## src/sv/cbc_ram.sv

```systemverilog
module cbc_ram #(
	parameter int Width = 16,
	parameter int Depth = 64
) (
	input  logic                     clk,
	input  logic                     we,
	input  logic [$clog2(Depth)-1:0] waddr,
	input  logic [Width-1:0]         wdata,
	input  logic [$clog2(Depth)-1:0] raddr,
	output logic [Width-1:0]         rdata
);

	logic [Width-1:0] mem [Depth];

	always_ff @(posedge clk) begin
		if (we) begin
			mem[waddr] <= wdata;
		end
		rdata <= mem[raddr];
	end

endmodule

```

## config.mk

```make
export PLATFORM = sky130hd
export DESIGN_NAME = cbc_ram
export DESIGN_NICKNAME = d
export VERILOG_FILES = /design/src/sv/cbc_ram.sv
export SDC_FILE = /design/constraint.sdc
export NUM_CORES = 1
export LEC_CHECK = 0
export ABC_CLOCK_PERIOD_IN_PS = 2240
export BUFFER_PORTS_ARGS = -buffer_cell sky130_fd_sc_hd__buf_2
export CAP_MARGIN = 20
export CORE_MARGIN = 3
export CORE_UTILIZATION = 45
export CTS_CLUSTER_DIAMETER = 60
export DETAILED_ROUTE_END_ITERATION = 16
export GPL_TIMING_DRIVEN = 0
export MAX_ROUTING_LAYER = met4
export RECOVER_POWER = 25
export SYNTH_ARGS = -nofsm -noshare
export SYNTH_HDL_FRONTEND = slang
export SYNTH_SLANG_ARGS = --single-unit
```

## constraint.sdc

```tcl
create_clock -name clk -period 2.24 [get_ports clk]
set_clock_uncertainty 0.1 [all_clocks]
set_input_delay 0.224 -clock clk [delete_from_list [all_inputs] [get_ports clk]]
set_output_delay 0.224 -clock clk [all_outputs]
set_load 0.05 [all_outputs]
```

==> impl_metrics.env <==
export IMPL_antenna_found_initial=4
export IMPL_synthFlopType="edfxtp_1"
export IMPL_synth_seq_area_share=0.776
export IMPL_num_fill_cells=6744
export IMPL_yosysTopAreaCellShare=0.768
export IMPL_cellLeakagePower_uw=0.0147
export IMPL_final_nets=2088
export IMPL_fp_dieH_um=304
export IMPL_synth_common_cells="1024 x edfxtp_1, 220 x mux4_2, 85 x mux2i_1"
export IMPL_wl_per_cell_um=30.8
export IMPL_setup_tns_ns=-2.57
export IMPL_grt_pass1_wl_um=146000
export IMPL_drv_cap=3
export IMPL_first_pass_iters=6
export IMPL_rows=108
export IMPL_startpoint="waddr[2]"
export IMPL_drc=0
export IMPL_die_area_mm2=0.0926
export IMPL_final_max_slew_viol_count=98
export IMPL_grt_pass1_vias=19800
export IMPL_slowest_stage="nor2_2"
export IMPL_timing_hold_ws_ns=0.167
export IMPL_ys_seq_elements=1040
export IMPL_cp_cell_sequence="clkbuf_1 > nor2b_1 > nand3_1 > nor2_2 > buf_6"
export IMPL_vias=19600
export IMPL_cts_sinks=1040
export IMPL_cts_root_buf="clkbuf_16"
export IMPL_setup_ws_ns=-0.169
export IMPL_crit_type="in2reg"
export IMPL_gp_congestion=0.854
export IMPL_grt_overflow=0
export IMPL_crit_path_start_kind="primary input"
export IMPL_syn_num_nets=1859
export IMPL_worstPathMaxFanout=10
export IMPL_ys_top_cells_by_area="edfxtp_1 77%, mux4_2 12%, mux2i_1 2.1%"
export IMPL_p_per_area_mw_per_mm2=873
export IMPL_final_cells=3304
export IMPL_wl_um=102000
export IMPL_num_io_pins=46
export IMPL_violations="max-capacitance violations, max-slew violations, negative setup slack"
export IMPL_required_ns=2.50
export IMPL_numCtsBuffers=101
export IMPL_p_total_uw=40600
export IMPL_path_clk_slew_ns=0.06
export IMPL_yosysUniqueCellTypes=43
export IMPL_grt_max_degree=65
export IMPL_io_buffers=38
export IMPL_dp_hpwl_um=68500
export IMPL_synth_edff_count=1024
export IMPL_yosys_warnings=0
export IMPL_setup_violations=34
export IMPL_ant_nets=0
export IMPL_grt_usage=0.227
export IMPL_rsz0062_at_grt="yes"
export IMPL_outcome="finished with violations"
export IMPL_reg2reg_from="mem[7][13]"
export IMPL_finalCritPeriodShare=1.08
export IMPL_dp_cells=3091
export IMPL_worstMarginPinSlew_ns=1.79
export IMPL_async_reset_ff_frac=0
export IMPL_synth_area_leader_cell="edfxtp_1"
export IMPL_min_from="waddr[0]"
export IMPL_synth_area_mm2=0.0400
export IMPL_crit_path_end_kind="register"
export IMPL_finalHoldViolCount=0
export IMPL_min_period_ns=2.41
export IMPL_max_clock_freq_mhz=415
export IMPL_synth_most_common_cell="edfxtp_1"
export IMPL_drive_above_1_share=0.310
export IMPL_coreArea_mm2=0.0876
export IMPL_area_delta_synth_final_pct=16.1
export IMPL_slew_headroom=-0.194
export IMPL_syn_area_per_cell_um2=21.9
export IMPL_clkLatencyLatePin_ns=0.66
export IMPL_hp_class="in2reg"
export IMPL_die_w_um=304
export IMPL_drtIter0Drc=2289
export IMPL_max_stage_delay_ns=0.79
export IMPL_tritoncts="built"
export IMPL_h_tree_depth=3
export IMPL_via_per_inst=5.94
export IMPL_ir_drop_v=0.000664
export IMPL_timing_critical_path_arrival_ns=2.67
export IMPL_cts_buffer_depth=3
export IMPL_syn_inst=1829
export IMPL_initial_core_util=0.457
==> registers in the layout, summed over array words and instances, names as in the netlist <==
register	cells
rdata	16
mem	1024
==> path summary, 6_finish.rpt <==
| path | depth (start not counted) | endpoint | slack [ns] |
|---|---|---|---|
| max | 5 | mem[13][14] | -0.17 |
| min | 3 | mem[49][7] | 0.17 |
| max reg2reg | 5 | rdata[13] | -0.03 |
| min reg2reg | 4 | rdata[1] | 0.77 |
==> critical path, delay by kind of cell <==
family	cells	cell delay, ns
simple gates	3	1.79
buf+inv	2	0.64
==> layout make-up <==
cell class              instances  area (µm²)  share of cell area
flip-flops and latches       1040       31100               0.668
multi-input cells             685        8540               0.184
clock buffers                 131        2750              0.0592
well taps                    1155        1450              0.0311
repair buffers                127        1420              0.0306
plain buffers                 103         749              0.0161
clock inverters                57         488              0.0105
diodes                          6        15.0            0.000323
==> cells in the final DEF, fill, tap and decap left out, types with 19 or more instances in the layout <==
cell type	count
edfxtp_1	1024
mux4_2	220
clkbuf_16	104
mux2i_1	79
nor2_2	62
nand2_1	59
clkbuf_1	58
buf_2	54
buf_8	46
a22oi_1	39
nor2b_1	30
buf_6	27
mux2_2	27
nand3_1	24
clkinv_2	21
buf_4	19
==> where the power goes <==
group / internal, µW / switching (µW)
registers: 21500 / 40.0
logic: 814 / 1590
clock network: 9490 / 7130
total: 31800 / 8750
==> per-layer routing <==
layer	global-route usage	share of wire	up-vias
met5	-	0	-
met4	0.0781	0.037	0
met3	0.0382	0.080	188
met2	0.341	0.47	843
met1	0.319	0.41	10400
li1	-	-	8170
==> logic make-up (layout without fill, tap and decap cells) <==
family | after synthesis | in the layout | share of synthesized area
multiplexers | 336 | 336 | 0.155
AO/OA/AOI/OAI | 129 | 129 | 0.0241
buffers and inverters | 104 | 418 | 0.0183
other | 0 | 6 | 0
flip-flops | 1040 | 1040 | 0.776
AND/OR/NAND/NOR | 220 | 220 | 0.0265
==> what timing repair did <==
| action | 4_1_cts | 5_1_grt |
|---|---|---|
| setup buffers | 4 | 0 |
| resized for setup | 21 | 10 |
| pin swaps | 1 | 0 |
| hold endpoints to repair | 81 | 88 |
| hold buffers | 6 | 5 |
| endpoints found under the setup margin | 82 | 59 |
==> per-stage QoR <==
step	area [µm²]	utilization	worst slack, ns
6_report	46500	0.531	-0.169
5_1_grt	46500	0.531	-0.137
4_1_cts	46400	0.530	-0.0656
3_5_place_dp	43000	0.491	-1.01
3_3_place_gp	41700	0.476	-1.26
2_1_floorplan	40100	-	-0.0418
No activity file was read; power rests on OpenSTA's default activity.
